<file path="config.mk">
export PLATFORM = sky130hd
export DESIGN_NAME = c2rb_iter
export DESIGN_NICKNAME = d
export VERILOG_FILES = /design/src/rtl/core/c2rb_pkg.sv /design/src/rtl/core/c2rb_iter.sv
export SDC_FILE = /design/constraint.sdc
export NUM_CORES = 1
export LEC_CHECK = 0
export BUFFER_PORTS_ARGS = -buffer_cell sky130_fd_sc_hd__buf_2
export CORE_MARGIN = 5
export CORE_UTILIZATION = 56
export CTS_CLUSTER_DIAMETER = 200
export CTS_CLUSTER_SIZE = 24
export DETAILED_ROUTE_END_ITERATION = 6
export PLACE_DENSITY = 0.9
export SLEW_MARGIN = 15
export SYNTH_ARGS = -nofsm -noshare
export SYNTH_HDL_FRONTEND = slang
export SYNTH_SLANG_ARGS = --single-unit
</file>
<file path="constraint.sdc">
create_clock -name clock -period 4.4 [get_ports clock]
set_input_delay 0 -clock clock [delete_from_list [all_inputs] [get_ports clock]]
set_output_delay 0 -clock clock [all_outputs]
set_load 0.005 [all_outputs]
</file>
<file path="src/rtl/core/c2rb_pkg.sv">
// Shared types, constants and tables for the range/bearing CORDIC.
// No dependencies; imported by every module of the block.
`default_nettype none

package c2rb_pkg;

   // Guard bits below the input scale in the x/y datapath
   localparam int GUARD_BITS = 16;
   // Fraction bits of the angle accumulator and of the gain constant
   localparam int ANGLE_FRAC = 30;
   localparam int GAIN_FRAC  = 30;
   // Angle accumulator width: +-(pi + sum of arctangents) in Q30 fits 34 bits
   localparam int Z_WIDTH    = 34;
   // Result angle width and the width after dropping 17 fraction bits
   localparam int BEARING_WIDTH = 16;
   localparam int BEAR_SHIFT    = 17;
   localparam int BEAR_ACC_W    = Z_WIDTH + 1 - BEAR_SHIFT;

   localparam logic signed [Z_WIDTH-1:0]       Z_PI          = 34'sd3373259426;
   localparam logic signed [BEARING_WIDTH-1:0] BEAR_VAL_PI   = 16'sd25736;
   localparam logic signed [BEARING_WIDTH-1:0] BEAR_VAL_HALF = 16'sd12868;
   localparam logic signed [BEAR_ACC_W-1:0]    BEAR_ACC_MAX  = 18'sd25736;

   // Fixed bearing for inputs that lie on an axis
   typedef enum logic [1:0] {
      BEAR_ZERO,
      BEAR_PI,
      BEAR_POS_HALF,
      BEAR_NEG_HALF
   } bear_sel_type;

   // Control that travels with each request down the pipeline
   typedef struct packed {
      logic         valid;
      logic         special;
      bear_sel_type sel;
   } ctl_type;

   // atan(2^-i) in Q30, rounded to nearest
   function automatic logic signed [Z_WIDTH-1:0] atan_q30(input int idx);
      logic signed [Z_WIDTH-1:0] val;
      case (idx)
         0:       val = 34'sd843314857;
         1:       val = 34'sd497837829;
         2:       val = 34'sd263043837;
         3:       val = 34'sd133525159;
         4:       val = 34'sd67021687;
         5:       val = 34'sd33543516;
         6:       val = 34'sd16775851;
         7:       val = 34'sd8388437;
         8:       val = 34'sd4194283;
         9:       val = 34'sd2097149;
         10:      val = 34'sd1048576;
         11:      val = 34'sd524288;
         12:      val = 34'sd262144;
         13:      val = 34'sd131072;
         14:      val = 34'sd65536;
         15:      val = 34'sd32768;
         16:      val = 34'sd16384;
         17:      val = 34'sd8192;
         18:      val = 34'sd4096;
         19:      val = 34'sd2048;
         20:      val = 34'sd1024;
         21:      val = 34'sd512;
         22:      val = 34'sd256;
         23:      val = 34'sd128;
         24:      val = 34'sd64;
         25:      val = 34'sd32;
         26:      val = 34'sd16;
         27:      val = 34'sd8;
         28:      val = 34'sd4;
         29:      val = 34'sd2;
         30:      val = 34'sd1;
         default: val = '0;
      endcase
      return val;
   endfunction

   // Inverse CORDIC gain in Q30; counts of 16 and above share one value
   function automatic logic [GAIN_FRAC-1:0] gain_q30(input int iters);
      logic [GAIN_FRAC-1:0] val;
      case (iters)
         8:       val = 30'd652039507;
         9:       val = 30'd652034532;
         10:      val = 30'd652033289;
         11:      val = 30'd652032978;
         12:      val = 30'd652032900;
         13:      val = 30'd652032881;
         14:      val = 30'd652032876;
         15:      val = 30'd652032874;
         default: val = 30'd652032874;
      endcase
      return val;
   endfunction

endpackage

`default_nettype wire

</file>
<file path="src/rtl/core/c2rb_iter.sv">
// One CORDIC vectoring micro-rotation with its pipeline register.
// Depends on c2rb_pkg for the arctangent table and the control struct.
`default_nettype none

module c2rb_iter #(
   parameter int  COORD_WIDTH = 16,
   parameter int  ITER_INDEX  = 0,
   localparam int DW          = COORD_WIDTH + c2rb_pkg::GUARD_BITS + 3
) (
   input  logic                                  clock,
   input  logic                                  reset,
   input  logic                                  adv,
   input  c2rb_pkg::ctl_type                     ctl_in,
   input  logic signed [DW-1:0]                  x_in,
   input  logic signed [DW-1:0]                  y_in,
   input  logic signed [c2rb_pkg::Z_WIDTH-1:0]   z_in,
   input  logic        [COORD_WIDTH-1:0]         spec_in,
   output c2rb_pkg::ctl_type                     ctl_out,
   output logic signed [DW-1:0]                  x_out,
   output logic signed [DW-1:0]                  y_out,
   output logic signed [c2rb_pkg::Z_WIDTH-1:0]   z_out,
   output logic        [COORD_WIDTH-1:0]         spec_out
);
   import c2rb_pkg::*;

   localparam logic signed [Z_WIDTH-1:0] ATAN = atan_q30(ITER_INDEX);

   logic signed [DW-1:0]          dx, dy;
   ctl_type                       ctl_ff;
   logic signed [DW-1:0]          x_nx_in, x_ff, y_nx_in, y_ff;
   logic signed [Z_WIDTH-1:0]     z_nx_in, z_ff;
   logic        [COORD_WIDTH-1:0] spec_ff;

   // Rotate towards the x axis; the sign of y picks the direction
   always_comb begin
      dx = y_in >>> ITER_INDEX;
      dy = x_in >>> ITER_INDEX;
      if (!y_in[DW-1]) begin
         x_nx_in = x_in + dx;
         y_nx_in = y_in - dy;
         z_nx_in = z_in + ATAN;
      end else begin
         x_nx_in = x_in - dx;
         y_nx_in = y_in + dy;
         z_nx_in = z_in - ATAN;
      end
   end

   always_ff @(posedge clock) begin
      if (reset) begin
         ctl_ff <= '0;
      end else if (adv) begin
         ctl_ff <= ctl_in;
      end
      if (adv) begin
         x_ff    <= x_nx_in;
         y_ff    <= y_nx_in;
         z_ff    <= z_nx_in;
         spec_ff <= spec_in;
      end
   end

   assign ctl_out  = ctl_ff;
   assign x_out    = x_ff;
   assign y_out    = y_ff;
   assign z_out    = z_ff;
   assign spec_out = spec_ff;

endmodule

`default_nettype wire

</file>
==> flow_summary.yaml <==
grt:
  grt_usage: 0.2928
  grt_pass1_wl_um: 55780
  grt_max_degree: 67
  gr-total-overflow: 0
  grt_pass1_vias: 10630
  antenna_found_initial: 1
die:
  start_util: 0.5642
  io_pins: 251
  core_area_um2: 20040
  die_h_um: 152.1
  rows: 52
  dieArea_um2: 23130
  die_w_um: 152.1
critical_path:
  critical_path.max_fanout: 3
  worstSetupStartpointType: "input pin"
  path_class: "input pin to flip-flop"
  cp.arrival_ns: 3.77
  critPathRequiredTime_ns: 4.56
  cp-end-kind: "flip-flop"
synth:
  ys_ff_latch: 123
  yosysMostFrequentCell: "a21oi_1"
  synthCells: 1298
  async_reset_ff_frac: 0
  yosysSeqAreaShare: 0.3231
  synth_area_um2: 11310
  synth.top_cells.by_area: "edfxtp_1, ha_1, a21oi_1"
  synth_edf_count: 119
  ys.warnings.count: 0
  synth_top_area_cell: "edfxtp_1"
  syn-num-nets: 1563
  ys_types: 76
  synth.avg_cell_area_um2: 8.711
  netlist.area_leader.share: 0.3160
  synth_commonest_cells: "a21oi_1, ha_1, nor2_1, edfxtp_1, inv_1"
  ys.flop_type: "edfxtp_1"
power_and_ir_drop:
  switching_share: 0.3565
  vdd_drop_max_mv: 0.2254
  p_per_area_nw_per_um2: 331.1
  pwr-share-comb: 0.339
  clockPowerShare: 0.311
  p_sw_uw: 1604
  leakage_uw: 0.006078
  p_int_uw: 2895
  sequentialPowerShare: 0.350
timing:
  setup_tns_ns: 0
  fin_crit_ns: 3.608
  slew_viol_final: 0
  fmax_ghz: 0.2771
  fin_crit_sh: 0.8201
  worst_slack_ns: 0.7915
  fin_skew_ns: 0
  relSlewSlack: 0.4573
  finalSetupViolCount: 0
  tightestPinTransition_ns: 0.8140
  rsz0062_at_grt: "no"
  timing.final.hold_violations: 0
detailed_routing:
  drc: 0
  routed_wl_um: 35330
  num_vias: 11000
  wl_met1_um: 14100
  firstDrtPassIters: 6
  post_drt_wl_per_cell_um: 19.28
  drt_iter0_drc: 1117
  top_layer: "met5"
  via_per_inst: 6.002
  dr_wl_met3_um: 3366
  wl_met2_um: 16570
  antenna_left: 0
place:
  gp_congestion: 0.9975
  post_dp_cell_area_um2: 12750
  dp_hpwl_um: 26460
  io_buffer_count: 250
  dpl.cell_count: 1774
  dp_slack_ns: 0.8631
min_path:
  hold_class: "input pin to flip-flop"
clocking:
  cts_tree: "built"
  worstSkewPairLatency_ns: 0.43
  cts.clk_slew.worst_paths_ns: 0.07
  htreeDepth: 4
  cts_inserted_buffers: 17
  clock_path_buffers: 2
  cts_resized: 0
  root_buffer: "clkbuf_16"
  clock-sinks: 123
run:
  maxCapViolations: 0
final_layout:
  stdcell_count: 1832
  drive_gt1_frac: 0.2017
  nets: 1814
  areaGrowthSynthToFinish_pct: 20.14
  final.fill_count: 1607
  antenna_cells: 0
  design_area_um2: 13580
run_status:
  status: "finished clean"
## state kept, by name, summed over array words and instances (netlist names)
| name | count |
|---|---|
| y_out | 34 |
| spec_out | 16 |
| z_out | 34 |
| ctl_out | 4 |
| x_out | 35 |
## cells by family after synthesis
logic type               share of synthesized area
XOR/XNOR                                   0.07359
buffers and inverters                      0.05621
adder cells (fa/ha/maj)                     0.1554
flip-flops                                  0.3231
multiplexers                               0.01151
AND/OR/NAND/NOR                             0.1362
AO/OA/AOI/OAI                               0.2440
## critical path, stage by stage
cell and delay (ns):
dlygate4sd3_1 0.53, buf_2 0.14, ha_1 0.23, fa_1 0.43, nor2b_1 0.17, o221ai_1 0.29, o211ai_1 0.22, o211ai_1 0.32
a21boi_1 0.18, o22a_1 0.24, a221oi_2 0.35, o221ai_1 0.25, o311ai_1 0.32, xor2_1 0.10
## layer usage
layer	global-route usage	vias to the layer above
met1	0.3834	4997
li1	-	5194
met4	0.1019	2
met2	0.4875	691
met3	0.05660	112
met5	0	-
## stage by stage
| stage | total power (uW) | hold slack [ns] | util |
|---|---|---|---|
| final | 4498 | 0.06238 | 0.6779 |
| after global routing | 4713 | 0.03781 | 0.6779 |
| after CTS | 4473 | 0.01184 | 0.6779 |
| after detailed placement | 3055 | 0.1781 | 0.6361 |
| after global placement | 3034 | 0.1767 | 0.6361 |
| after floorplan | 2513 | 0.07238 | - |
## area by class of cell
cell class	count	area [um^2]	share of cell area
Multi-Input combinational cell	1012	7018	0.5166
Sequential cell	123	3654	0.2690
Timing Repair Buffer	285	1584	0.1166
Clock buffer	17	425.4	0.03132
Inverter	110	412.9	0.03040
Tap cell	270	337.8	0.02487
Clock inverter	15	152.6	0.01124
## placed cells by master, fill, tap and decap left out, drive strengths merged, types with 6 or more instances in the layout
cell         count
nand3           23
o31ai           13
xor2            18
a211oi          16
o21a            14
ha             134
o21bai          33
clkbuf          17
nand2b           9
and3             6
nor2b           12
inv            112
o21ai           82
o211ai           8
nor3            22
nand4           16
nor2           131
a31oi           16
buf            259
or2              6
dlygate4sd3     26
nand2           76
clkinv          10
nor4             7
mux2i           13
edfxtp         119
and2             8
a21oi          158
xnor2           77
a21o            39
## repair_timing
action                                 4_1_cts  5_1_grt
setup buffers                                0        0
endpoints found under the hold margin       39        0
hold buffers                                26        0
## power by group through the flow
| stage | clock [uW] | sequential [uW] | combinational, uW |
|---|---|---|---|
| 2_1_floorplan | 0 | 1620 | 893 |
| 3_5_place_dp | 0 | 1600 | 1460 |
| 4_1_cts | 1410 | 1570 | 1490 |
| 3_3_place_gp | 0 | 1590 | 1440 |
| 6_report | 1400 | 1580 | 1530 |
| 5_1_grt | 1470 | 1590 | 1650 |
## worst paths after layout
check	end	cells past startpoint	start	slack, ns
worst max-delay path	y_out[34]	14	y_in[0]	0.79
worst min-delay path	z_out[33]	3	z_in[33]	0.06
worst max register to register	ctl_out[3]	3	ctl_out[3]	3.17
worst min register to register	ctl_out[1]	2	ctl_out[1]	0.57
(Power assumes the default switching activity.)
