File: config.mk
export PLATFORM = sky130hd
export DESIGN_NAME = c2rb_pre
export DESIGN_NICKNAME = d
export VERILOG_FILES = /design/src/rtl/core/c2rb_pkg.sv /design/src/rtl/core/c2rb_pre.sv
export SDC_FILE = /design/constraint.sdc
export NUM_CORES = 1
export LEC_CHECK = 0
export ABC_AREA = 1
export BUFFER_PORTS_ARGS = -buffer_cell sky130_fd_sc_hd__buf_2
export CAP_MARGIN = 10
export CELL_PAD_IN_SITES_DETAIL_PLACEMENT = 1
export CELL_PAD_IN_SITES_GLOBAL_PLACEMENT = 2
export CORE_ASPECT_RATIO = 0.8
export CORE_MARGIN = 10
export CORE_UTILIZATION = 29
export CTS_CLUSTER_SIZE = 16
export DETAILED_ROUTE_END_ITERATION = 12
export GPL_ROUTABILITY_DRIVEN = 0
export PLACE_DENSITY = 0.9
export SYNTH_ARGS = -nofsm -noshare
export SYNTH_HDL_FRONTEND = slang
export SYNTH_SLANG_ARGS = --single-unit
File: constraint.sdc
create_clock -name clock -period 2.6 [get_ports clock]
set_input_delay 0.65 -clock clock [delete_from_list [all_inputs] [get_ports clock]]
set_output_delay 0.65 -clock clock [all_outputs]
set_load 0.02 [all_outputs]
File: src/rtl/core/c2rb_pkg.sv
// Shared types, constants and tables for the range/bearing CORDIC.
// No dependencies; imported by every module of the block.
`default_nettype none

package c2rb_pkg;

   // Guard bits below the input scale in the x/y datapath
   localparam int GUARD_BITS = 16;
   // Fraction bits of the angle accumulator and of the gain constant
   localparam int ANGLE_FRAC = 30;
   localparam int GAIN_FRAC  = 30;
   // Angle accumulator width: +-(pi + sum of arctangents) in Q30 fits 34 bits
   localparam int Z_WIDTH    = 34;
   // Result angle width and the width after dropping 17 fraction bits
   localparam int BEARING_WIDTH = 16;
   localparam int BEAR_SHIFT    = 17;
   localparam int BEAR_ACC_W    = Z_WIDTH + 1 - BEAR_SHIFT;

   localparam logic signed [Z_WIDTH-1:0]       Z_PI          = 34'sd3373259426;
   localparam logic signed [BEARING_WIDTH-1:0] BEAR_VAL_PI   = 16'sd25736;
   localparam logic signed [BEARING_WIDTH-1:0] BEAR_VAL_HALF = 16'sd12868;
   localparam logic signed [BEAR_ACC_W-1:0]    BEAR_ACC_MAX  = 18'sd25736;

   // Fixed bearing for inputs that lie on an axis
   typedef enum logic [1:0] {
      BEAR_ZERO,
      BEAR_PI,
      BEAR_POS_HALF,
      BEAR_NEG_HALF
   } bear_sel_type;

   // Control that travels with each request down the pipeline
   typedef struct packed {
      logic         valid;
      logic         special;
      bear_sel_type sel;
   } ctl_type;

   // atan(2^-i) in Q30, rounded to nearest
   function automatic logic signed [Z_WIDTH-1:0] atan_q30(input int idx);
      logic signed [Z_WIDTH-1:0] val;
      case (idx)
         0:       val = 34'sd843314857;
         1:       val = 34'sd497837829;
         2:       val = 34'sd263043837;
         3:       val = 34'sd133525159;
         4:       val = 34'sd67021687;
         5:       val = 34'sd33543516;
         6:       val = 34'sd16775851;
         7:       val = 34'sd8388437;
         8:       val = 34'sd4194283;
         9:       val = 34'sd2097149;
         10:      val = 34'sd1048576;
         11:      val = 34'sd524288;
         12:      val = 34'sd262144;
         13:      val = 34'sd131072;
         14:      val = 34'sd65536;
         15:      val = 34'sd32768;
         16:      val = 34'sd16384;
         17:      val = 34'sd8192;
         18:      val = 34'sd4096;
         19:      val = 34'sd2048;
         20:      val = 34'sd1024;
         21:      val = 34'sd512;
         22:      val = 34'sd256;
         23:      val = 34'sd128;
         24:      val = 34'sd64;
         25:      val = 34'sd32;
         26:      val = 34'sd16;
         27:      val = 34'sd8;
         28:      val = 34'sd4;
         29:      val = 34'sd2;
         30:      val = 34'sd1;
         default: val = '0;
      endcase
      return val;
   endfunction

   // Inverse CORDIC gain in Q30; counts of 16 and above share one value
   function automatic logic [GAIN_FRAC-1:0] gain_q30(input int iters);
      logic [GAIN_FRAC-1:0] val;
      case (iters)
         8:       val = 30'd652039507;
         9:       val = 30'd652034532;
         10:      val = 30'd652033289;
         11:      val = 30'd652032978;
         12:      val = 30'd652032900;
         13:      val = 30'd652032881;
         14:      val = 30'd652032876;
         15:      val = 30'd652032874;
         default: val = 30'd652032874;
      endcase
      return val;
   endfunction

endpackage

`default_nettype wire

File: src/rtl/core/c2rb_pre.sv
// Input stage: axis detection, left half-plane fold and guard-bit scaling.
// Depends on c2rb_pkg.
`default_nettype none

module c2rb_pre #(
   parameter int  COORD_WIDTH = 16,
   localparam int DW          = COORD_WIDTH + c2rb_pkg::GUARD_BITS + 3
) (
   input  logic                                  clock,
   input  logic                                  reset,
   input  logic                                  adv,
   input  logic                                  in_valid,
   input  logic signed [COORD_WIDTH-1:0]         pos_x,
   input  logic signed [COORD_WIDTH-1:0]         pos_y,
   output c2rb_pkg::ctl_type                     ctl_out,
   output logic signed [DW-1:0]                  x_out,
   output logic signed [DW-1:0]                  y_out,
   output logic signed [c2rb_pkg::Z_WIDTH-1:0]   z_out,
   output logic        [COORD_WIDTH-1:0]         spec_out
);
   import c2rb_pkg::*;

   logic signed [DW-1:0]          xe, ye, x_abs, y_adj;
   logic        [COORD_WIDTH:0]   xw, yw, ax, ay;
   logic                          x_neg, y_neg, x_zero, y_zero;

   ctl_type                       ctl_in, ctl_ff;
   logic signed [DW-1:0]          x_in, x_ff, y_in, y_ff;
   logic signed [Z_WIDTH-1:0]     z_in, z_ff;
   logic        [COORD_WIDTH-1:0] spec_in, spec_ff;

   // Fold the left half-plane onto the right and seed the angle with +-pi
   always_comb begin
      x_neg  = pos_x[COORD_WIDTH-1];
      y_neg  = pos_y[COORD_WIDTH-1];
      x_zero = (pos_x == '0);
      y_zero = (pos_y == '0);
      xe     = {{(DW-COORD_WIDTH){pos_x[COORD_WIDTH-1]}}, pos_x};
      ye     = {{(DW-COORD_WIDTH){pos_y[COORD_WIDTH-1]}}, pos_y};
      x_abs  = x_neg ? -xe : xe;
      y_adj  = x_neg ? -ye : ye;
      x_in   = {x_abs[DW-1-GUARD_BITS:0], {GUARD_BITS{1'b0}}};
      y_in   = {y_adj[DW-1-GUARD_BITS:0], {GUARD_BITS{1'b0}}};
      z_in   = x_neg ? (y_neg ? -Z_PI : Z_PI) : '0;
   end

   // Exact answers for points on an axis
   always_comb begin
      xw      = {pos_x[COORD_WIDTH-1], pos_x};
      yw      = {pos_y[COORD_WIDTH-1], pos_y};
      ax      = x_neg ? -xw : xw;
      ay      = y_neg ? -yw : yw;
      spec_in = y_zero ? ax[COORD_WIDTH-1:0] : ay[COORD_WIDTH-1:0];
      ctl_in.valid   = in_valid;
      ctl_in.special = x_zero | y_zero;
      if (y_zero) begin
         ctl_in.sel = x_neg ? BEAR_PI : BEAR_ZERO;
      end else begin
         ctl_in.sel = y_neg ? BEAR_NEG_HALF : BEAR_POS_HALF;
      end
   end

   // Advance the stage with the pipeline
   always_ff @(posedge clock) begin
      if (reset) begin
         ctl_ff <= '0;
      end else if (adv) begin
         ctl_ff <= ctl_in;
      end
      if (adv) begin
         x_ff    <= x_in;
         y_ff    <= y_in;
         z_ff    <= z_in;
         spec_ff <= spec_in;
      end
   end

   assign ctl_out  = ctl_ff;
   assign x_out    = x_ff;
   assign y_out    = y_ff;
   assign z_out    = z_ff;
   assign spec_out = spec_ff;

endmodule

`default_nettype wire

==> flow_summary_export.csv <==
group,metric,value,unit
global_routing,grt_util_all_layers,13.1,%
placed_design,dpl_cell_area,4310,µm²
clock_network,numCtsBuffers,9,
cells_and_area,area_growth,22.0,%
detailed_routing,route.vias.total,3117,
global_routing,grt_max_degree,24,
logic_synthesis,synthArstFlopShare,0,%
critical_path,path_class,"in -> reg",
cells_and_area,multiInputGateArea,1430,µm²
clock_network,clockBufferDepth,2,
cells_and_area,final_nets,569,
critical_path,critPathMaxFanout,7,
min_path,hold_path_end,"ctl_out[1]",
global_routing,grt_pass1_wl,18.7,mm
sta,fmax,472,MHz
global_routing,first_global_vias,3419,
run,max_cap_violations,0,
cells_and_area,n_antenna_cell,0,
sta,fin_ws,0.482,ns
sta,tightest_slew,0.563,ns
min_path,holdPathStages,2,
min_path,hold_class,"reg -> reg",
logic_synthesis,syn_area,3780,µm²
clock_network,postCtsHoldBufs,0,
clock_network,htree_levels,3,
critical_path,ff2ff_path_depth,2,
sta,fin_crit_sh,81.5,%
critical_path,start_kind,"input pin",
clock_network,cts.sinks,61,
global_routing,gr-usage-met3,5.89,%
min_path,hp-start,"ctl_out[1]",
logic_synthesis,ys.flop_type,"edfxtp_1",
cells_and_area,seq_area,1790,µm²
global_routing,gr-usage-met2,21.4,%
clock_network,ctsResizeCount,0,
floorplanning,die_h,122,µm
sta,setup_violations,0,
logic_synthesis,synth_cell_type_count,39,
critical_path,endpoint_kind,"flip-flop",
clock_network,clkTransAtPathRegs,0.06,ns
detailed_routing,drt-initial-drc-count,126,
sta,min_period,2.12,ns
floorplanning,initial_utilization,29.5,%
global_routing,antenna_found_initial,0,
logic_synthesis,syn_inst,421,
logic_synthesis,synth.largest_area_cell,"edfxtp_1",
logic_synthesis,synth_edf_count,57,
floorplanning,die_w,148,µm
sta,slew_violations,0,
critical_path,required,2.76,ns
clock_network,clock_latency,0.33,ns
sta,rsz0062_at_grt,"no",
clock_network,post_cts_buffers,0,
critical_path,ff2ff_setup_slack,1.94,ns
logic_synthesis,synth_top_cell_area_share,45.3,%
run_status,status,"finished clean",
clock_network,root_buffer,"clkbuf_16",
clock_network,cts_tree,"built",
floorplanning,ioPinCount,160,
floorplanning,dieArea,18000,µm²
detailed_routing,wl,12.0,mm
cells_and_area,finish.instance_area,4610,µm²
global_routing,grt-busiest-layer,"met2",
sta,max_slew_margin,62.5,%
global_routing,met1_usage,15.5,%
detailed_routing,firstDrtPassIters,4,
logic_synthesis,synth_most_common_cell,"nand2_1",
logic_synthesis,ys_top_cells_by_area,"edfxtp_1, buf_4, nand2_1",
detailed_routing,ant_nets,0,
detailed_routing,viasPerCell,4.40,
power_and_ir_drop,p_leak,2.25,nW
global_routing,grt_overflow,0,
critical_path,timing.rr.end,"ctl_out[0]",
logic_synthesis,synth_common_cells,"nand2_1, buf_4, edfxtp_1",
logic_synthesis,syn_avg_cell_area,8.98,µm²
power_and_ir_drop,p_per_area,655,nW/µm²
logic_synthesis,yosysWarningCount,0,
critical_path,arrival,2.28,ns
logic_synthesis,ys_seq_area_share,47.4,%
critical_path,r2r_start,"ctl_out[0]",
placed_design,port-buffer-count,126,
cells_and_area,drive_gt1_share,31.6,%
floorplanning,rows,37,
logic_synthesis,ys_seq_elements,61,
sta,timing.setup.tns,0,ns
placed_design,pre_cts_slack,0.181,ns
sta,finalHoldViolCount,0,
detailed_routing,drcViolationCount,0,
power_and_ir_drop,ir_drop,0.271,mV
sta,clock-skew-final,0,ns
floorplanning,core_area,12800,µm²
cells_and_area,nFillCells,1574,
detailed_routing,wire_per_inst,16.9,µm
placed_design,dp_hpwl,9.75,mm
metrics by stage:
stage / hold WS [ns] / instances / utilization [%] / total power, W
6_report: 0.468 / 709 / 36.0 / 0.00302
5_1_grt: 0.487 / 709 / 36.0 / 0.00316
4_1_cts: 0.472 / 709 / 36.0 / 0.00306
3_5_place_dp: 0.463 / 693 / 33.6 / 0.00185
3_3_place_gp: 0.450 / 693 / 33.6 / 0.00183
2_1_floorplan: 0.534 / 456 / - / 0.00168
sequential cells by signal (all words and copies together), names as in the netlist:
name,cells
y_out,19
x_out,19
ctl_out,4
z_out,3
spec_out,16
area by class of cell:
type | count | share of cell area, %
clock inverters | 7 | 1.63
clock buffers | 9 | 4.88
repair buffers | 132 | 15.2
multi-input cells | 283 | 31.0
flip-flops and latches | 61 | 38.9
inverters | 42 | 3.72
well taps | 175 | 4.75
per-layer routing:
metal | share of wire, % | vias up
met3 | 11 | 14
met4 | 1.1 | 0
met5 | 0 | -
met2 | 45 | 138
met1 | 43 | 1459
li1 | - | 1506
worst max-delay path by stage:
stage,from,endpoint,slack [ns],depth (start not counted)
2_1_floorplan,pos_y[1],y_out[32],0.73,7
3_3_place_gp,pos_y[3],y_out[31],0.18,8
3_5_place_dp,pos_y[3],y_out[31],0.18,8
4_1_cts,pos_y[3],y_out[31],0.49,8
5_1_grt,pos_y[3],y_out[31],0.29,8
6_report,pos_y[3],y_out[31],0.48,8
placed cells by master, fill, tap and decap left out, drive strengths merged:
cell type,n
nand3,40
a21oi,3
clkinv,5
ha,4
xnor2,5
inv,42
bufinv,2
nand2,114
nor4,1
or2,1
a31oi,1
buf,132
nor3,6
nor2,32
clkbuf,9
o221ai,1
dfxtp,4
nand3b,1
o21ai,24
conb,36
xor2,8
nand4,4
edfxtp,57
o211ai,2
critical path, stage by stage:
cell     delay [ns]
buf_2          0.12
nor2_1         0.17
inv_1          0.12
nor2_4         0.23
nand2_1        0.11
nor3_1         0.37
ha_1           0.32
o21ai_0        0.19
cell families after synthesis:
kind of cell	after synthesis	synth area share [%]
simple gates	199	25.3
buf+inv	112	18.3
flops	61	47.4
compound gates	31	4.60
xor+xnor	13	3.01
fa+ha+maj	4	1.32
other cells	1	0.0992
power by group:
| group | total, W | switching, W | internal, W |
|---|---|---|---|
| combinational | 0.000608 | 0.000438 | 0.000170 |
| sequential | 0.00121 | 0.0000325 | 0.00118 |
| clock | 0.00120 | 0.000456 | 0.000746 |
Power figures use the tool's default switching activity.
