===== src/rtl/core/c2rb_pkg.sv =====
// Shared types, constants and tables for the range/bearing CORDIC.
// No dependencies; imported by every module of the block.
`default_nettype none

package c2rb_pkg;

   // Guard bits below the input scale in the x/y datapath
   localparam int GUARD_BITS = 16;
   // Fraction bits of the angle accumulator and of the gain constant
   localparam int ANGLE_FRAC = 30;
   localparam int GAIN_FRAC  = 30;
   // Angle accumulator width: +-(pi + sum of arctangents) in Q30 fits 34 bits
   localparam int Z_WIDTH    = 34;
   // Result angle width and the width after dropping 17 fraction bits
   localparam int BEARING_WIDTH = 16;
   localparam int BEAR_SHIFT    = 17;
   localparam int BEAR_ACC_W    = Z_WIDTH + 1 - BEAR_SHIFT;

   localparam logic signed [Z_WIDTH-1:0]       Z_PI          = 34'sd3373259426;
   localparam logic signed [BEARING_WIDTH-1:0] BEAR_VAL_PI   = 16'sd25736;
   localparam logic signed [BEARING_WIDTH-1:0] BEAR_VAL_HALF = 16'sd12868;
   localparam logic signed [BEAR_ACC_W-1:0]    BEAR_ACC_MAX  = 18'sd25736;

   // Fixed bearing for inputs that lie on an axis
   typedef enum logic [1:0] {
      BEAR_ZERO,
      BEAR_PI,
      BEAR_POS_HALF,
      BEAR_NEG_HALF
   } bear_sel_type;

   // Control that travels with each request down the pipeline
   typedef struct packed {
      logic         valid;
      logic         special;
      bear_sel_type sel;
   } ctl_type;

   // atan(2^-i) in Q30, rounded to nearest
   function automatic logic signed [Z_WIDTH-1:0] atan_q30(input int idx);
      logic signed [Z_WIDTH-1:0] val;
      case (idx)
         0:       val = 34'sd843314857;
         1:       val = 34'sd497837829;
         2:       val = 34'sd263043837;
         3:       val = 34'sd133525159;
         4:       val = 34'sd67021687;
         5:       val = 34'sd33543516;
         6:       val = 34'sd16775851;
         7:       val = 34'sd8388437;
         8:       val = 34'sd4194283;
         9:       val = 34'sd2097149;
         10:      val = 34'sd1048576;
         11:      val = 34'sd524288;
         12:      val = 34'sd262144;
         13:      val = 34'sd131072;
         14:      val = 34'sd65536;
         15:      val = 34'sd32768;
         16:      val = 34'sd16384;
         17:      val = 34'sd8192;
         18:      val = 34'sd4096;
         19:      val = 34'sd2048;
         20:      val = 34'sd1024;
         21:      val = 34'sd512;
         22:      val = 34'sd256;
         23:      val = 34'sd128;
         24:      val = 34'sd64;
         25:      val = 34'sd32;
         26:      val = 34'sd16;
         27:      val = 34'sd8;
         28:      val = 34'sd4;
         29:      val = 34'sd2;
         30:      val = 34'sd1;
         default: val = '0;
      endcase
      return val;
   endfunction

   // Inverse CORDIC gain in Q30; counts of 16 and above share one value
   function automatic logic [GAIN_FRAC-1:0] gain_q30(input int iters);
      logic [GAIN_FRAC-1:0] val;
      case (iters)
         8:       val = 30'd652039507;
         9:       val = 30'd652034532;
         10:      val = 30'd652033289;
         11:      val = 30'd652032978;
         12:      val = 30'd652032900;
         13:      val = 30'd652032881;
         14:      val = 30'd652032876;
         15:      val = 30'd652032874;
         default: val = 30'd652032874;
      endcase
      return val;
   endfunction

endpackage

`default_nettype wire


===== src/rtl/core/c2rb_post.sv =====
// Output stages: gain correction and rounding of range, rounding and
// clamping of bearing, axis overrides. Depends on c2rb_pkg.
`default_nettype none

module c2rb_post #(
   parameter int  COORD_WIDTH = 16,
   parameter int  ITERATIONS  = 16,
   localparam int DW          = COORD_WIDTH + c2rb_pkg::GUARD_BITS + 3
) (
   input  logic                                        clock,
   input  logic                                        reset,
   input  logic                                        adv,
   input  c2rb_pkg::ctl_type                           ctl_in,
   input  logic signed [DW-1:0]                        x_in,
   input  logic signed [c2rb_pkg::Z_WIDTH-1:0]         z_in,
   input  logic        [COORD_WIDTH-1:0]               spec_in,
   output logic                                        valid_out,
   output logic        [COORD_WIDTH-1:0]               range_out,
   output logic signed [c2rb_pkg::BEARING_WIDTH-1:0]   bearing_out
);
   import c2rb_pkg::*;

   // Magnitude split so that each product stays under 32 bits a side
   localparam int LO_W   = 24;
   localparam int HI_W   = DW - 1 - LO_W;
   localparam int FW     = DW - 1 + GAIN_FRAC;
   localparam int RSHIFT = GAIN_FRAC + GUARD_BITS;
   localparam logic [GAIN_FRAC-1:0] GAIN = gain_q30(ITERATIONS);
   localparam logic [FW:0] RND = {{(FW-RSHIFT+1){1'b0}}, 1'b1, {(RSHIFT-1){1'b0}}};

   logic        [DW-2:0]             ux;
   logic signed [Z_WIDTH:0]          z_rnd;
   logic signed [BEAR_ACC_W-1:0]     b_acc;
   logic        [FW:0]               full;

   ctl_type                          ctl_a_ff;
   logic        [LO_W+GAIN_FRAC-1:0] plo_in, plo_ff;
   logic        [HI_W+GAIN_FRAC-1:0] phi_in, phi_ff;
   logic signed [BEARING_WIDTH-1:0]  brg_in, brg_ff;
   logic        [COORD_WIDTH-1:0]    spec_ff;
   logic                             vld_ff;
   logic        [COORD_WIDTH-1:0]    rng_in, rng_ff;
   logic signed [BEARING_WIDTH-1:0]  brg_out_ff;

   // First stage: partial products of the gain, bearing round and clamp
   always_comb begin
      ux     = x_in[DW-1] ? '0 : x_in[DW-2:0];
      plo_in = ux[LO_W-1:0] * GAIN;
      phi_in = ux[DW-2:LO_W] * GAIN;
      z_rnd  = {z_in[Z_WIDTH-1], z_in} + (Z_WIDTH+1)'(1 << (BEAR_SHIFT - 1));
      b_acc  = z_rnd[Z_WIDTH:BEAR_SHIFT];
      if (ctl_in.special) begin
         case (ctl_in.sel)
            BEAR_ZERO:     brg_in = '0;
            BEAR_PI:       brg_in = BEAR_VAL_PI;
            BEAR_POS_HALF: brg_in = BEAR_VAL_HALF;
            BEAR_NEG_HALF: brg_in = -BEAR_VAL_HALF;
            default:       brg_in = '0;
         endcase
      end else if (b_acc > BEAR_ACC_MAX) begin
         brg_in = BEAR_VAL_PI;
      end else if (b_acc < -BEAR_ACC_MAX) begin
         brg_in = -BEAR_VAL_PI;
      end else begin
         brg_in = b_acc[BEARING_WIDTH-1:0];
      end
   end

   // Second stage: join the products, drop gain and guard fractions
   always_comb begin
      full   = {1'b0, phi_ff, {LO_W{1'b0}}}
             + {{(FW+1-LO_W-GAIN_FRAC){1'b0}}, plo_ff} + RND;
      rng_in = ctl_a_ff.special ? spec_ff : full[RSHIFT +: COORD_WIDTH];
   end

   always_ff @(posedge clock) begin
      if (reset) begin
         ctl_a_ff <= '0;
         vld_ff   <= 1'b0;
      end else if (adv) begin
         ctl_a_ff <= ctl_in;
         vld_ff   <= ctl_a_ff.valid;
      end
      if (adv) begin
         plo_ff     <= plo_in;
         phi_ff     <= phi_in;
         brg_ff     <= brg_in;
         spec_ff    <= spec_in;
         rng_ff     <= rng_in;
         brg_out_ff <= brg_ff;
      end
   end

   assign valid_out   = vld_ff;
   assign range_out   = rng_ff;
   assign bearing_out = brg_out_ff;

endmodule

`default_nettype wire


===== config.mk =====
export PLATFORM = sky130hd
export DESIGN_NAME = c2rb_post
export DESIGN_NICKNAME = d
export VERILOG_FILES = /design/src/rtl/core/c2rb_pkg.sv /design/src/rtl/core/c2rb_post.sv
export SDC_FILE = /design/constraint.sdc
export NUM_CORES = 1
export LEC_CHECK = 0
export BUFFER_PORTS_ARGS = -buffer_cell sky130_fd_sc_hd__buf_2
export CAP_MARGIN = 20
export CORE_MARGIN = 2
export CORE_UTILIZATION = 30
export CTS_CLUSTER_SIZE = 14
export DETAILED_ROUTE_END_ITERATION = 16
export PLACE_DENSITY = 0.43
export SYNTH_ARGS = -nofsm -noshare
export SYNTH_HDL_FRONTEND = slang
export SYNTH_SLANG_ARGS = --single-unit
export TNS_END_PERCENT = 5

===== constraint.sdc =====
create_clock -name clock -period 12.78 [get_ports clock]
set_input_delay 1.917 -clock clock [delete_from_list [all_inputs] [get_ports clock]]
set_output_delay 1.917 -clock clock [all_outputs]
set_load 0.01 [all_outputs]

==> results.sh, run 1 <==
export IMPL_status="finished, final reports clean"
export IMPL_cp_start_kind="input port"
export IMPL_synth_adder_area_share_pct=54.7
export IMPL_synth_area_mux_share_pct=0.323
export IMPL_vias=14900
export IMPL_drt_initial_drc_count=569
export IMPL_grt_overflow=0
export IMPL_syn_to_final_growth_pct=10.2
export IMPL_grt_use_total_pct=16.2
export IMPL_final_cells=3251
export IMPL_min_from="brg_ff[4]$_DFFE_PP_"
export IMPL_min_to="bearing_out[4]$_DFFE_PP_"
export IMPL_antenna_found_initial=2
export IMPL_yosysWarnings=0
export IMPL_hold_viol=0
export IMPL_rrSetupSlack_ns=8.98
export IMPL_synth_edf_count=130
export IMPL_yosys_area_top_type="fa_1"
export IMPL_synth_nets=3010
export IMPL_yosysSeqAreaShare_pct=17.3
export IMPL_max_freq_mhz=98.0
export IMPL_async_flop_share_pct=0
export IMPL_detail_route_antenna_nets=0
export IMPL_cts_hold_buf=0
export IMPL_max_cap_viol_count=0
export IMPL_h_tree_depth=4
export IMPL_relSlewSlack_pct=35.0
export IMPL_grt_max_degree=76
export IMPL_cts_root_buf="clkbuf_16"
export IMPL_synth_avg_cell_area_um2=10.6
export IMPL_netlist_instances=2149
export IMPL_diodes=0
export IMPL_r2r_worst_path_cells=12
export IMPL_setup_viol=0
export IMPL_numClockSinks=133
export IMPL_gp_congestion=0.909
export IMPL_clkTransAtPathRegs_ns=0.06
export IMPL_first_pass_iters=4
export IMPL_dieArea_um2=78500
export IMPL_yosysTopAreaCellShare_pct=33.8
export IMPL_drt_wirelength_per_cell_um=18.3
export IMPL_clock_latency_ns=0.43
export IMPL_seq_area_um2=3960
export IMPL_r2r_start="plo_ff[31]$_DFFE_PP_"
export IMPL_dp_cells=3218
export IMPL_grt_pass1_wl_um=97000
export IMPL_slew_violations=0
export IMPL_core_um2=75700
export IMPL_rsz0062_at_grt="false"
export IMPL_die_x_um=280
export IMPL_routed_wirelength_um=59600
export IMPL_cts_resized=0
export IMPL_tns_ns=0
export IMPL_path_class="input port to flop"
export IMPL_worstPathRequired_ns=12.96
export IMPL_worstMarginPinSlew_ns=0.971
export IMPL_ys_seq_elements=133
export IMPL_ctsLongestPathBuffers=2
export IMPL_critPathArrivalTime_ns=10.38
export IMPL_rr_endpoint="range_out[13]$_DFFE_PP_"
export IMPL_drive_above_1_share_pct=7.52
export IMPL_synth_compound_area_share_pct=7.82
export IMPL_fillers=7735
export IMPL_dp_slack_ns=2.01
export IMPL_start_util_pct=30.2
export IMPL_synth_xor_area_share_pct=3.79
export IMPL_rows=101
export IMPL_ys_types=70
export IMPL_post_cts_buffers=0
export IMPL_nNetsFinal=3121
export IMPL_timing_final_crit_share_pct=79.8
export IMPL_post_route_drc_count=0
export IMPL_fin_skew_ns=0.0106
export IMPL_die_h_um=280
export IMPL_hold_class="flop to flop"
export IMPL_setup_worst_path_end_class="flop"
export IMPL_ios=125
export IMPL_dp_hpwl_um=52800
export IMPL_cts_tree="done"
export IMPL_netlist_area_um2=22900
export IMPL_holdPathStages=0
export IMPL_multi_input_area_um2=16800
export IMPL_numCtsBuffers=17
export IMPL_portBuffers=108
export IMPL_synth_simple_area_share_pct=6.70
export IMPL_synth_top_family_by_area="adder cells"
export IMPL_ys_flop_type="edfxtp_1"
export IMPL_first_global_vias=16900
export IMPL_period_minus_slack_ns=10.20
export IMPL_setup_ws_ns=2.58
export IMPL_ys_top_cells_by_area="fa_1 (34%), ha_1 (21%), edfxtp_1 (17%)"
export IMPL_cp_max_fo=23
export IMPL_via_per_inst=4.57
==> logic make-up (layout without fill, tap and decap cells) <==
group | after synthesis | count (layout)
AND/OR/NAND/NOR | 304 | 304
buffers and inverters | 564 | 688
AO/OA/AOI/OAI | 273 | 273
adder cells (fa/ha/maj) | 769 | 769
multiplexers | 7 | 7
flip-flops | 133 | 133
XOR/XNOR | 99 | 99
==> cell type report <==
cell class | instances | share of cell area [%]
flip-flops and latches | 133 | 15.7
clock buffers | 18 | 1.70
well taps | 978 | 4.86
multi-input cells | 1452 | 66.6
clock inverters | 14 | 0.601
inverters | 540 | 8.04
repair buffers | 116 | 2.49
==> synthesized netlist by cell type (3+ instances only) <==
library cell  count
a21boi_1          4
nor3_1           16
nand2b_1         29
and2_1            7
clkbuf_1         17
a21oi_1          78
mux2i_1           4
inv_1           539
and4_1            5
edfxtp_1        130
fa_1            386
o31ai_1           3
a221oi_1          4
o21bai_1          5
or3_1             7
dfxtp_1           3
o21ai_0          31
ha_1            383
mux2_2            3
nor2_1           70
xor2_1           29
nand2_1          67
or2_2             8
nand4_1          18
o31ai_2           3
buf_2             5
nor3b_1           4
o21ai_1          27
nand3_1          26
a21o_1           47
o211ai_1          8
o21a_1           12
nor2b_1          32
a31oi_1          11
xnor2_1          70
and3_1            8
a211oi_1          4
==> cell usage in the layout, fill, tap and decap left out, drive strengths merged, types with 27 or more instances in the layout <==
master / n
o21ai: 59
nand2b: 29
nor2: 70
nor2b: 32
ha: 383
buf: 116
xnor2: 70
a21o: 48
nand3: 27
a21oi: 79
fa: 386
xor2: 29
nand2: 67
inv: 542
edfxtp: 130
==> worst max-delay path, stage by stage <==
cell and delay, ns:
buf_2 0.61, buf_4 0.37, nand2b_1 0.36, inv_1 0.20
ha_1 0.64, inv_1 0.11, fa_1 0.49, inv_1 0.09
fa_1 0.53, inv_1 0.05, fa_1 0.48, inv_1 0.06
fa_1 0.53, fa_1 0.57, inv_1 0.06, fa_1 0.53
inv_1 0.04, ha_1 0.29, and4_1 0.25, and4_1 0.20
nand3_1 0.10, a21oi_1 0.10, a211oi_2 0.56, a21oi_1 0.26
o21a_1 0.29, a311o_1 0.40, a21oi_1 0.18, xnor2_1 0.08
==> worst max-delay path by stage <==
stage	cells past startpoint	start	endpoint
finish	28	x_in[34]	plo_ff[52]$_DFFE_PP_
global route	27	x_in[34]	plo_ff[52]$_DFFE_PP_
CTS	28	x_in[34]	plo_ff[52]$_DFFE_PP_
detailed placement	28	x_in[34]	plo_ff[52]$_DFFE_PP_
global placement	28	x_in[34]	plo_ff[52]$_DFFE_PP_
floorplan	27	x_in[34]	plo_ff[52]$_DFFE_PP_
==> routing by layer <==
| layer | part of all wire [%] | wire, µm | GRT usage (%) |
|---|---|---|---|
| met2 | 51 | 30400 | 29.1 |
| met4 | 1.2 | 733 | 2.78 |
| met1 | 45 | 27000 | 21.1 |
| met3 | 2.5 | 1510 | 1.82 |
| met5 | 0 | 0 | 0 |
==> sequential cells by signal, indices dropped and copies added (netlist names) <==
register and cells:
bearing_out 16, brg_ff 16, ctl_a_ff 2, phi_ff 37, plo_ff 29, range_out 16, spec_ff 16, valid_out 1
==> through the flow <==
step / cell area [µm²] / hold slack (ns) / util, %
after CTS: 25200 / 0.419 / 33.3
after floorplan: 22900 / 0.400 / -
after detailed placement: 24600 / 0.405 / 32.5
final: 25200 / 0.417 / 33.3
after global routing: 25200 / 0.422 / 33.3
after global placement: 24600 / 0.401 / 32.5
Power of run 1 is not shown: default switching activity piles up to over one toggle a cycle in this logic, so the estimate is an artifact.
==> run 2: changes to the inputs <==
==> constraint.sdc (replaced) <==
create_clock -name clock -period 10.59 [get_ports clock]
set_input_delay 1.5885 -clock clock [delete_from_list [all_inputs] [get_ports clock]]
set_output_delay 1.5885 -clock clock [all_outputs]
set_load 0.01 [all_outputs]
==> run 2 against run 1 <==
Effect of this change:
- die area is the same
- clock-buffer cell count is 1 lower
- utilization hardly changed
- flip-flop and latch count did not move
- wire length unchanged
- first-iteration DRC count is 2.6% higher
- global-route usage shrank 0.18 points
- critical endpoint is now plo_ff[45]$_DFFE_PP_
- sequential share of layout area barely moved
- worst hold slack better by 0.0014 ns
- register-to-register slack lost 2.2 ns
- critical path depth unchanged
- setup slack got worse by 1.1 ns
==> results.sh, run 2 (synthesis results as in run 1) <==
export IMPL_relSlewSlack_pct=33.5
export IMPL_die_h_um=280
export IMPL_regMostFlops="phi_ff"
export IMPL_grt_overflow=0
export IMPL_max_freq_mhz=109
export IMPL_layout_common_cells="inv_1 (539), fa_1 (386), ha_1 (383)"
export IMPL_rsz0062_at_grt="false"
export IMPL_numCtsBuffers=17
export IMPL_timing_final_crit_share_pct=86.4
export IMPL_setup_worst_path_end_class="flop"
export IMPL_fillers=7718
export IMPL_cts_hold_buf=0
export IMPL_drt_initial_drc_count=584
export IMPL_critPathArrivalTime_ns=9.32
export IMPL_hold_class="flop to flop"
export IMPL_final_common_cell="inv_1"
export IMPL_rows=101
export IMPL_antenna_found_initial=1
export IMPL_post_route_drc_count=0
export IMPL_max_cap_viol_count=0
export IMPL_h_tree_depth=4
export IMPL_drive_above_1_share_pct=7.77
export IMPL_dieArea_um2=78500
export IMPL_status="finished, final reports clean"
export IMPL_r2r_worst_path_cells=12
export IMPL_setup_viol=0
export IMPL_grt_use_total_pct=16.0
export IMPL_clock_latency_ns=0.43
export IMPL_hold_viol=0
export IMPL_first_pass_iters=5
export IMPL_tns_ns=0
export IMPL_cp_max_fo=23
export IMPL_cts_root_buf="clkbuf_16"
export IMPL_gp_congestion=0.915
export IMPL_holdPathStages=0
export IMPL_period_minus_slack_ns=9.15
export IMPL_largest_register_ffs=37
export IMPL_largestRegisters="phi_ff (37), plo_ff (29)"
export IMPL_cts_resized=0
export IMPL_die_x_um=280
export IMPL_slew_violations=0
export IMPL_first_global_vias=16700
export IMPL_grt_pass1_wl_um=95700
export IMPL_ctsLongestPathBuffers=2
export IMPL_dp_hpwl_um=53000
export IMPL_start_util_pct=30.2
export IMPL_numClockSinks=133
export IMPL_worstPathRequired_ns=10.76
export IMPL_fin_skew_ns=0.00735
export IMPL_vias=14900
export IMPL_path_class="input port to flop"
export IMPL_via_per_inst=4.58
export IMPL_grt_max_degree=80
export IMPL_ios=125
export IMPL_post_cts_buffers=0
export IMPL_portBuffers=108
export IMPL_clkTransAtPathRegs_ns=0.06
export IMPL_syn_to_final_growth_pct=10.3
export IMPL_drt_wirelength_per_cell_um=18.3
export IMPL_detail_route_antenna_nets=0
export IMPL_nNetsFinal=3126
export IMPL_worstMarginPinSlew_ns=0.995
export IMPL_cp_start_kind="input port"
export IMPL_routed_wirelength_um=59600
export IMPL_cts_tree="done"
export IMPL_core_um2=75700
## run 2: cell types whose count changed in the layout (fill, tap and decap cells not counted)
cell	previous run	this run
clkinvlp_4	1	3
bufinv_16	2	1
buf_4	7	11
diode_2	0	1
clkbuf_1	1	0
clkinv_4	5	1
inv_6	3	5
buf_6	1	2
clkinv_2	2	4
## run 2: worst max-delay path: stages
cell	delay (ns)
buf_2	0.52
nand2b_1	0.40
inv_1	0.17
ha_1	0.61
inv_1	0.11
fa_1	0.49
inv_1	0.09
fa_1	0.52
inv_1	0.05
fa_1	0.47
inv_1	0.06
fa_1	0.52
fa_1	0.57
inv_1	0.07
fa_1	0.53
inv_1	0.04
ha_1	0.28
and4_1	0.27
and4_1	0.25
nand3_1	0.08
a21oi_1	0.15
a211oi_2	0.07
buf_4	0.17
a21oi_1	0.22
o21bai_1	0.12
and2_1	0.22
o2111a_1	0.25
or3_1	0.37
## run 2: stage by stage
step                cells  utilization, %  setup WS, ns  instance area (µm²)  hold slack, ns
floorplan            2149               -          2.11                22900           0.400
global placement     3222            32.5         0.918                24600           0.403
CTS                  3256            33.3          1.34                25200           0.421
detailed placement   3224            32.6         0.902                24700           0.406
finish               3257            33.3          1.44                25200           0.418
global route         3257            33.3         0.983                25200           0.429
## run 2: path summary, 6_finish.rpt
path | slack, ns | endpoint | startpoint
max | 1.44 | plo_ff[45]$_DFFE_PP_ | x_in[34]
min | 0.42 | bearing_out[13]$_DFFE_PP_ | brg_ff[13]$_DFFE_PP_
max reg2reg | 6.79 | range_out[13]$_DFFE_PP_ | plo_ff[32]$_DFFE_PP_
min reg2reg | 0.42 | bearing_out[13]$_DFFE_PP_ | brg_ff[13]$_DFFE_PP_
## run 2: cell type report
cell class	instances	area [µm²]	area share [%]
Timing Repair Buffer	121	668	2.65
Antenna cell	1	2.50	0.00992
Clock inverter	15	129	0.511
Sequential cell	133	3960	15.7
Clock buffer	17	425	1.69
Tap cell	978	1220	4.85
Inverter	540	2030	8.04
Multi-Input combinational cell	1452	16800	66.5
## run 2: routing by layer
| layer | up-vias | track usage [%] | part of all wire [%] |
|---|---|---|---|
| met2 | 207 | 28.2 | 50 |
| met5 | - | 0 | 0 |
| li1 | 7159 | - | - |
| met1 | 7497 | 20.5 | 45 |
| met4 | 0 | 4.39 | 2.6 |
| met3 | 58 | 2.06 | 2.8 |
Power of run 2 is left out for the same reason.
